## config.mk

```make
export PLATFORM = sky130hd
export DESIGN_NAME = multichannel_burst_moving_average
export DESIGN_NICKNAME = d
export VERILOG_FILES = /design/src/rtl/mbma_pkg.sv /design/src/rtl/multichannel_burst_moving_average.sv /design/src/rtl/mbma_burst.sv /design/src/rtl/mbma_window.sv /design/src/rtl/mbma_outq.sv
export SDC_FILE = /design/constraint.sdc
export NUM_CORES = 2
export LEC_CHECK = 0
export ABC_AREA = 1
export ABC_CLOCK_PERIOD_IN_PS = 4800
export BUFFER_PORTS_ARGS = -buffer_cell sky130_fd_sc_hd__buf_4
export CORE_UTILIZATION = 42
export CTS_CLUSTER_SIZE = 8
export DETAILED_ROUTE_END_ITERATION = 7
export HOLD_SLACK_MARGIN = 0.15
export PLACE_DENSITY = 0.57
export SYNTH_ARGS = -nofsm -noshare
export SYNTH_HDL_FRONTEND = slang
export SYNTH_SLANG_ARGS = --single-unit
```

## constraint.sdc

```tcl
create_clock -name clk -period 4.8 [get_ports clk]
set_input_delay 0.72 -clock clk [delete_from_list [all_inputs] [get_ports clk]]
set_output_delay 0.72 -clock clk [all_outputs]
set_load 0.005 [all_outputs]
```

## src/rtl/mbma_pkg.sv

```systemverilog
// package for the multichannel burst moving average
// fixed field widths, output queue sizing and the result record type
// no dependencies
`default_nettype none

package mbma_pkg;

  localparam int CH_BITS      = 2;
  localparam int SAMPLE_BITS  = 12;
  localparam int OUT_BITS     = 16;
  localparam int FILTER_SHIFT = 4;
  localparam int OQ_DEPTH     = 8;
  localparam int OQ_AW        = 3;
  localparam int OQ_CW        = 4;

  typedef logic [CH_BITS-1:0]     chan_t;
  typedef logic [SAMPLE_BITS-1:0] sample_t;

  typedef struct packed {
    chan_t               out_channel;
    logic [OUT_BITS-1:0] filtered;
  } result_t;

endpackage

`default_nettype wire

```

## src/rtl/multichannel_burst_moving_average.sv

```systemverilog
// multichannel burst moving average, top level
// depends on mbma_pkg, mbma_burst, mbma_window, mbma_outq
//
// input channel: in_valid / in_stall carry channel and sample; one sample
// per cycle is taken unless stalled. samples of channels >= CHANNELS are dropped.
// every BURST samples of a channel close a burst; its sum replaces the
// entry at the shared window slot and the channel's total over WINDOW
// bursts is reported on out_valid / out_stall as out_channel and filtered
// (total shifted right by four). the slot moves after the last channel's
// burst.
// a closing sample passes the burst read stage, the burst register and the
// window stage before its result is queued. throughput: one sample per cycle
// unless stalled, kept by forwarding in the burst and window memory writes.
// results wait in an eight-entry queue; in_stall rises only when the
// queue plus samples still in flight could fill it, so a stalling receiver
// stops the input only after results pile up.
// reset clears burst state, totals and the slot at once; the window
// history reads as zero until written, with no clearing pass.
`default_nettype none

module multichannel_burst_moving_average #(
  parameter int CHANNELS = 4,
  parameter int WINDOW   = 16,
  parameter int BURST    = 16
) (
  input  logic                clk,
  input  logic                rst,
  input  logic                in_valid,
  output logic                in_stall,
  input  mbma_pkg::chan_t     channel,
  input  mbma_pkg::sample_t   sample,
  output logic                out_valid,
  input  logic                out_stall,
  output mbma_pkg::chan_t     out_channel,
  output logic [mbma_pkg::OUT_BITS-1:0] filtered
);
  import mbma_pkg::*;

  localparam int ACC_W = SAMPLE_BITS + $clog2(BURST);
  localparam int IDX_W = $clog2(CHANNELS * WINDOW);
  localparam int OCC_W = OQ_CW + 1;

  logic             in_range;
  logic             take;
  logic             burst_pend;
  logic             bst_valid;
  chan_t            bst_ch;
  logic [ACC_W-1:0] bst_sum;
  logic [IDX_W-1:0] bst_idx;
  logic             win_pend;
  logic             res_valid;
  result_t          res;
  result_t          head;
  logic [OQ_CW-1:0] q_count;
  logic [OCC_W-1:0] occupancy;

  assign in_range  = ({3'b000, channel} < 5'(CHANNELS));
  assign occupancy = OCC_W'(q_count) + OCC_W'(burst_pend) + OCC_W'(bst_valid)
                     + OCC_W'(win_pend);
  assign in_stall  = (occupancy >= OCC_W'(OQ_DEPTH));
  assign take      = in_valid && !in_stall && in_range;

  mbma_burst #(
    .CHANNELS (CHANNELS),
    .WINDOW   (WINDOW),
    .BURST    (BURST),
    .ACC_W    (ACC_W),
    .IDX_W    (IDX_W)
  ) u_burst (
    .clk         (clk),
    .rst         (rst),
    .take        (take),
    .take_ch     (channel),
    .take_sample (sample),
    .pend        (burst_pend),
    .bst_valid   (bst_valid),
    .bst_ch      (bst_ch),
    .bst_sum     (bst_sum),
    .bst_idx     (bst_idx)
  );

  mbma_window #(
    .CHANNELS (CHANNELS),
    .WINDOW   (WINDOW),
    .ACC_W    (ACC_W),
    .IDX_W    (IDX_W)
  ) u_window (
    .clk       (clk),
    .rst       (rst),
    .bst_valid (bst_valid),
    .bst_ch    (bst_ch),
    .bst_sum   (bst_sum),
    .bst_idx   (bst_idx),
    .pend      (win_pend),
    .res_valid (res_valid),
    .res       (res)
  );

  mbma_outq u_outq (
    .clk   (clk),
    .rst   (rst),
    .push  (res_valid),
    .din   (res),
    .pop   (out_valid && !out_stall),
    .valid (out_valid),
    .dout  (head),
    .count (q_count)
  );

  assign out_channel = head.out_channel;
  assign filtered    = head.filtered;

endmodule

`default_nettype wire

```

## src/rtl/mbma_burst.sv

```systemverilog
// per-channel burst accumulator held in a memory with a registered read;
// read-modify-write with forwarding, owns the shared window slot
// depends on mbma_pkg
`default_nettype none

module mbma_burst #(
  parameter int CHANNELS = 4,
  parameter int WINDOW   = 16,
  parameter int BURST    = 16,
  parameter int ACC_W    = 16,
  parameter int IDX_W    = 6
) (
  input  logic                clk,
  input  logic                rst,
  input  logic                take,
  input  mbma_pkg::chan_t     take_ch,
  input  mbma_pkg::sample_t   take_sample,
  output logic                pend,
  output logic                bst_valid,
  output mbma_pkg::chan_t     bst_ch,
  output logic [ACC_W-1:0]    bst_sum,
  output logic [IDX_W-1:0]    bst_idx
);
  import mbma_pkg::*;

  localparam int CI_W   = (CHANNELS > 1) ? $clog2(CHANNELS) : 1;
  localparam int CNT_W  = (BURST > 1) ? $clog2(BURST) : 1;
  localparam int SLOT_W = $clog2(WINDOW);
  localparam int ENT_W  = CNT_W + ACC_W;

  logic [ENT_W-1:0] bmem [0:CHANNELS-1];
  logic [CHANNELS-1:0] bvalid;

  logic             s1_valid;
  chan_t            s1_ch;
  sample_t          s1_sample;
  logic [ENT_W-1:0] s1_rdata;
  logic             s1_bval;
  logic             s1_fwd;
  logic [ENT_W-1:0] s1_fdata;
  logic [SLOT_W-1:0] slot;

  logic [ENT_W-1:0] old_ent;
  logic [CNT_W-1:0] old_cnt;
  logic [ACC_W-1:0] old_acc;
  logic [ACC_W-1:0] sum;
  logic             done;
  logic [ENT_W-1:0] wr_data;
  logic [CI_W-1:0]  take_ci;
  logic [CI_W-1:0]  s1_ci;

  assign take_ci = take_ch[CI_W-1:0];
  assign s1_ci   = s1_ch[CI_W-1:0];

  always_comb begin
    if (s1_fwd) begin
      old_ent = s1_fdata;
    end else if (s1_bval) begin
      old_ent = s1_rdata;
    end else begin
      old_ent = '0;
    end
    old_cnt = old_ent[ENT_W-1:ACC_W];
    old_acc = old_ent[ACC_W-1:0];
    sum     = old_acc + ACC_W'(s1_sample);
    done    = (old_cnt == CNT_W'(BURST - 1));
    wr_data = done ? '0 : {old_cnt + CNT_W'(1), sum};
  end

  always_ff @(posedge clk) begin
    if (take) begin
      s1_rdata <= bmem[take_ci];
    end
    if (s1_valid) begin
      bmem[s1_ci] <= wr_data;
    end
    s1_ch     <= take_ch;
    s1_sample <= take_sample;
    s1_bval   <= bvalid[take_ci];
    s1_fwd    <= s1_valid && (s1_ci == take_ci);
    s1_fdata  <= wr_data;
    bst_ch    <= s1_ch;
    bst_sum   <= sum;
    bst_idx   <= IDX_W'(s1_ch) * IDX_W'(WINDOW) + IDX_W'(slot);
  end

  always_ff @(posedge clk) begin
    if (rst) begin
      s1_valid  <= 1'b0;
      bst_valid <= 1'b0;
      bvalid    <= '0;
      slot      <= '0;
    end else begin
      s1_valid  <= take;
      bst_valid <= s1_valid && done;
      if (s1_valid) begin
        bvalid[s1_ci] <= 1'b1;
      end
      if (s1_valid && done && (s1_ch == CH_BITS'(CHANNELS - 1))) begin
        slot <= (slot == SLOT_W'(WINDOW - 1)) ? '0 : slot + SLOT_W'(1);
      end
    end
  end

  assign pend = s1_valid;

endmodule

`default_nettype wire

```

## src/rtl/mbma_window.sv

```systemverilog
// window history memory and per-channel running totals
// replaces the oldest burst sum and forms the filtered result
// depends on mbma_pkg
`default_nettype none

module mbma_window #(
  parameter int CHANNELS = 4,
  parameter int WINDOW   = 16,
  parameter int ACC_W    = 16,
  parameter int IDX_W    = 6
) (
  input  logic                clk,
  input  logic                rst,
  input  logic                bst_valid,
  input  mbma_pkg::chan_t     bst_ch,
  input  logic [ACC_W-1:0]    bst_sum,
  input  logic [IDX_W-1:0]    bst_idx,
  output logic                pend,
  output logic                res_valid,
  output mbma_pkg::result_t   res
);
  import mbma_pkg::*;

  localparam int DEPTH = CHANNELS * WINDOW;
  localparam int CI_W  = (CHANNELS > 1) ? $clog2(CHANNELS) : 1;
  localparam int TOT_W = ACC_W + $clog2(WINDOW);
  localparam int EXT_W = TOT_W + OUT_BITS;

  logic [ACC_W-1:0] hmem [0:DEPTH-1];
  logic [DEPTH-1:0] hvalid;
  logic [TOT_W-1:0] total [0:CHANNELS-1];

  logic             w_valid;
  chan_t            w_ch;
  logic [ACC_W-1:0] w_sum;
  logic [IDX_W-1:0] w_idx;
  logic [ACC_W-1:0] w_rdata;
  logic             w_hval;
  logic             w_fwd;
  logic [ACC_W-1:0] w_fdata;

  logic [CI_W-1:0]  w_ci;
  logic [ACC_W-1:0] old_sum;
  logic [TOT_W-1:0] new_total;
  logic [EXT_W-1:0] ext;

  assign w_ci = w_ch[CI_W-1:0];

  always_comb begin
    if (w_fwd) begin
      old_sum = w_fdata;
    end else if (w_hval) begin
      old_sum = w_rdata;
    end else begin
      old_sum = '0;
    end
    new_total = total[w_ci] + TOT_W'(w_sum) - TOT_W'(old_sum);
    ext       = EXT_W'(new_total);
  end

  always_ff @(posedge clk) begin
    if (bst_valid) begin
      w_rdata <= hmem[bst_idx];
    end
    if (w_valid) begin
      hmem[w_idx] <= w_sum;
    end
    w_ch    <= bst_ch;
    w_sum   <= bst_sum;
    w_idx   <= bst_idx;
    w_hval  <= hvalid[bst_idx];
    w_fwd   <= w_valid && (w_idx == bst_idx);
    w_fdata <= w_sum;
  end

  always_ff @(posedge clk) begin
    if (rst) begin
      w_valid <= 1'b0;
      hvalid  <= '0;
      for (int i = 0; i < CHANNELS; i++) begin
        total[i] <= '0;
      end
    end else begin
      w_valid <= bst_valid;
      if (w_valid) begin
        hvalid[w_idx] <= 1'b1;
        total[w_ci]   <= new_total;
      end
    end
  end

  assign pend            = w_valid;
  assign res_valid       = w_valid;
  assign res.out_channel = w_ch;
  assign res.filtered    = ext[FILTER_SHIFT +: OUT_BITS];

endmodule

`default_nettype wire

```

## src/rtl/mbma_outq.sv

```systemverilog
// output queue of filtered results toward the receiver
// depends on mbma_pkg
`default_nettype none

module mbma_outq (
  input  logic                  clk,
  input  logic                  rst,
  input  logic                  push,
  input  mbma_pkg::result_t     din,
  input  logic                  pop,
  output logic                  valid,
  output mbma_pkg::result_t     dout,
  output logic [mbma_pkg::OQ_CW-1:0] count
);
  import mbma_pkg::*;

  result_t          qmem [0:OQ_DEPTH-1];
  logic [OQ_AW-1:0] wr_ptr;
  logic [OQ_AW-1:0] rd_ptr;

  always_ff @(posedge clk) begin
    if (push) begin
      qmem[wr_ptr] <= din;
    end
  end

  always_ff @(posedge clk) begin
    if (rst) begin
      wr_ptr <= '0;
      rd_ptr <= '0;
      count  <= '0;
    end else begin
      if (push) begin
        wr_ptr <= wr_ptr + OQ_AW'(1);
      end
      if (pop) begin
        rd_ptr <= rd_ptr + OQ_AW'(1);
      end
      case ({push, pop})
        2'b10:   count <= count + OQ_CW'(1);
        2'b01:   count <= count - OQ_CW'(1);
        default: count <= count;
      endcase
    end
  end

  assign valid = (count != '0);
  assign dout  = qmem[rd_ptr];

endmodule

`default_nettype wire

```

==> out/metrics.cfg <==
[floorplanning]
dieHeight_um = 389.0
die_w_um = 389.0
rows = 141
start_util_pct = 42.44
dieArea_um2 = 151300
core_area_um2 = 148200
ios = 38

[power_and_ir_drop]
power_density_nw_per_um2 = 461.5
leakage_nw = 26.41
vdd_drop_max_mv = 0.3843
pwr-share-clk_pct = 41.8
power.internal_mw = 24.83
power.switching_mw = 8.314
p_sw_share_pct = 25.09
power.total_mw = 33.14
pwr-share-comb_pct = 10.5
power_frac_seq_pct = 47.7

[place]
port_buffers = 37
dpl.hpwl_um = 92270
gp_congestion = 0.8747

[synthesis]
yosys.area.top_type_share_pct = 65.13
ys.flop_type = edfxtp_1
synth_adder_area_share_pct = 1.452
synth.distinct_cells = 36
synth_top_family_by_area = simple AND/OR/NAND/NOR gates
ys_warn_count = 0
synth-edff-count = 1364
synthesis.area_um2 = 62890
synth_nets = 5693
synthXorXnorAreaFrac_pct = 0.2646
yosysTopAreaCell = edfxtp_1
yosys.area_share.simple_pct = 20.91
syn_inst = 5614
ys_seq_area_share_pct = 71.05
synth_compound_area_share_pct = 2.881
syn_avg_cell_area_um2 = 11.20
synthArstFlopShare_pct = 0
synth.top_cells.by_area = edfxtp_1 (65%), nand2_1 (9.7%), nand3_1 (7.8%)
synth.area.mux_share_pct = 0
yosys_register_bits = 1550

[detailed_routing]
via_per_inst = 5.347
drt-initial-drc-count = 4285
post_drt_wl_per_cell_um = 21.90
drc = 0
ant_nets = 0
num_vias = 41760
drt-total-wl_um = 171000
dr.pass1.iters = 8

[clock_network]
clock_latency_ps = 830
htreeDepth = 4
cts.sinks = 1550
cts_tree = built
root_buffer = clkbuf_16
clock_path_buffers = 3
cts_buffers = 212
clk_transition_reported_paths_ps = 50
cts_setup_buffers = 0
postCtsHoldBufs = 13
post_cts_resized = 0

[timing]
period_minus_slack_ps = 4485
slew_violations = 0
rsz0062_at_grt = false
whs_ps = 218.2
setup_viol = 0
clock_skew_ps = 27.36
min_period_over_period_pct = 93.45
finalSetupTns_ps = 0
tightest_slew_ps = 1163
finalHoldViolations = 0
fmax_mhz = 222.9
relSlewSlack_pct = 22.40

[status]
outcome = completed

[worst_setup_path]
worstSetupPathType = flop to flop
worstPathRequired_ps = 5280
cp-end-kind = flop
worstPathMaxFanout = 18
critPathLaunchType = flop
critPathArrivalTime_ps = 4960

[grt]
grt_pass1_wl_um = 256500
grt_pass1_vias = 40250
antenna_found_initial = 7
grt_max_degree = 157
grt.total_usage_pct = 22.52
grt_overflow = 0

[cells_and_area]
drive_above_1_share_pct = 7.944
area_growth_pct = 14.21
nNetsFinal = 5782
antennaDiodeCount = 0

[flow_run]
drv_cap = 0

[worst_hold_path]
hold_class = input port to flop

flip-flops by register name, summed over array words and instances, names as in the netlist, 20 cells and up, named ones only:
name and cells:
u_burst.s1_fdata 20, u_window.hvalid 64, u_burst.bmem 80, u_window.hmem 1024, u_outq.qmem 144, u_window.total 80, u_burst.s1_rdata 20
cells by family after synthesis:
group,count (synthesis)
AND/OR/NAND/NOR,3154
AO/OA/AOI/OAI,307
adder cells (fa/ha/maj),61
flip-flops,1550
buffers and inverters,523
XOR/XNOR,19
power groups by stage:
| stage | Clock (mW) | Sequential (mW) | Combinational [mW] |
|---|---|---|---|
| 6_report | 13.9 | 15.8 | 3.47 |
| 5_1_grt | 14.6 | 15.8 | 3.87 |
| 4_1_cts | 14.1 | 15.8 | 3.50 |
| 3_5_place_dp | 0 | 16.1 | 3.48 |
| 3_3_place_gp | 0 | 16.1 | 3.41 |
| 2_1_floorplan | 0 | 16.3 | 1.77 |
per-layer routing:
metal	vias to the layer above	GRT usage, %	share of wire [%]
met5	-	0	0
met4	0	8.354	3.1
met3	277	4.215	7.0
met2	1397	34.78	46
met1	20450	31.68	44
li1	19640	-	-
cells in the mapped netlist (all sizes together), types with 8 or more instances:
cell / count
fa: 20
nand3: 975
xnor2: 10
a21oi: 51
buf: 154
nand3b: 8
nand2: 1617
a221oi: 16
xor2: 9
ha: 41
a22o: 31
nor3: 17
nor2: 529
a31oi: 19
edfxtp: 1364
o22ai: 44
dfxtp: 186
o21ai: 138
inv: 211
clkbuf: 152
layout make-up:
class / instances / area, um^2
Fill cell: 13230 / 76370
Sequential cell: 1550 / 44720
Multi-Input combinational cell: 3541 / 16130
Clock buffer: 374 / 5913
Tap cell: 1930 / 2415
Timing Repair Buffer: 181 / 1567
Inverter: 217 / 834.6
Clock inverter: 16 / 244.0
stage by stage:
step | cell area [um^2] | setup WS (ps) | util, % | std cells
2_1_floorplan | 62890 | 1342 | - | 5614
3_3_place_gp | 65530 | 507.0 | 44.22 | 7406
3_5_place_dp | 65530 | 389.8 | 44.22 | 7406
4_1_cts | 71820 | 366.5 | 48.47 | 7809
5_1_grt | 71820 | 126.9 | 48.47 | 7809
6_report | 71820 | 314.6 | 48.47 | 7809
cells in the final DEF, fill, tap and decap left out, types with 2 or more instances in the layout:
master | netlist | routed
nor2_2 | 2 | 30
xnor2_1 | 10 | 10
buf_4 | 22 | 154
a22o_1 | 31 | 31
clkbuf_16 | 0 | 212
ha_1 | 41 | 41
clkinv_1 | 6 | 5
inv_6 | 0 | 5
inv_1 | 202 | 201
nor2_1 | 525 | 495
a221oi_1 | 16 | 16
inv_16 | 0 | 5
dfxtp_4 | 0 | 3
nor2_4 | 2 | 4
dfxtp_1 | 186 | 164
o21ai_0 | 134 | 133
dlygate4sd3_1 | 0 | 13
clkinv_8 | 0 | 4
o21a_1 | 2 | 2
inv_8 | 0 | 2
nand4_1 | 2 | 2
nand2_1 | 1617 | 1617
or2_2 | 3 | 3
clkbuf_1 | 152 | 162
buf_12 | 0 | 14
nor4_1 | 2 | 2
dfxtp_2 | 0 | 19
nand3_1 | 975 | 975
edfxtp_1 | 1364 | 1364
a31oi_1 | 19 | 19
nand3b_1 | 8 | 8
fa_1 | 20 | 20
o21ai_1 | 4 | 4
o22ai_1 | 44 | 44
xor2_1 | 9 | 9
a21oi_1 | 51 | 51
o21bai_1 | 3 | 3
inv_2 | 9 | 8
nor3_1 | 17 | 17
worst paths after layout:
check	from	to	slack [ps]	depth (start not counted)
worst max register to register	u_window.w_idx[5]	u_outq.qmem[2][6]	310	14
worst min register to register	u_burst.bst_sum[6]	u_window.w_sum[6]	320	0
worst min-delay path	channel[1]	u_burst.s1_ch[1]	220	1
worst max-delay path	u_window.w_idx[5]	u_outq.qmem[2][6]	310	14
worst max-delay path: stages (launching register included):
cell and delay (ps):
dfxtp_1 660, inv_1 200, nand2_1 180, inv_2 230
a22o_1 240, a221oi_1 330, fa_1 480, inv_1 60
ha_1 260, a21oi_1 260, nand2_1 100, nand2_1 60
nand3_1 140, xnor2_1 630, inv_1 290
No activity file was read; power rests on OpenSTA's default activity.
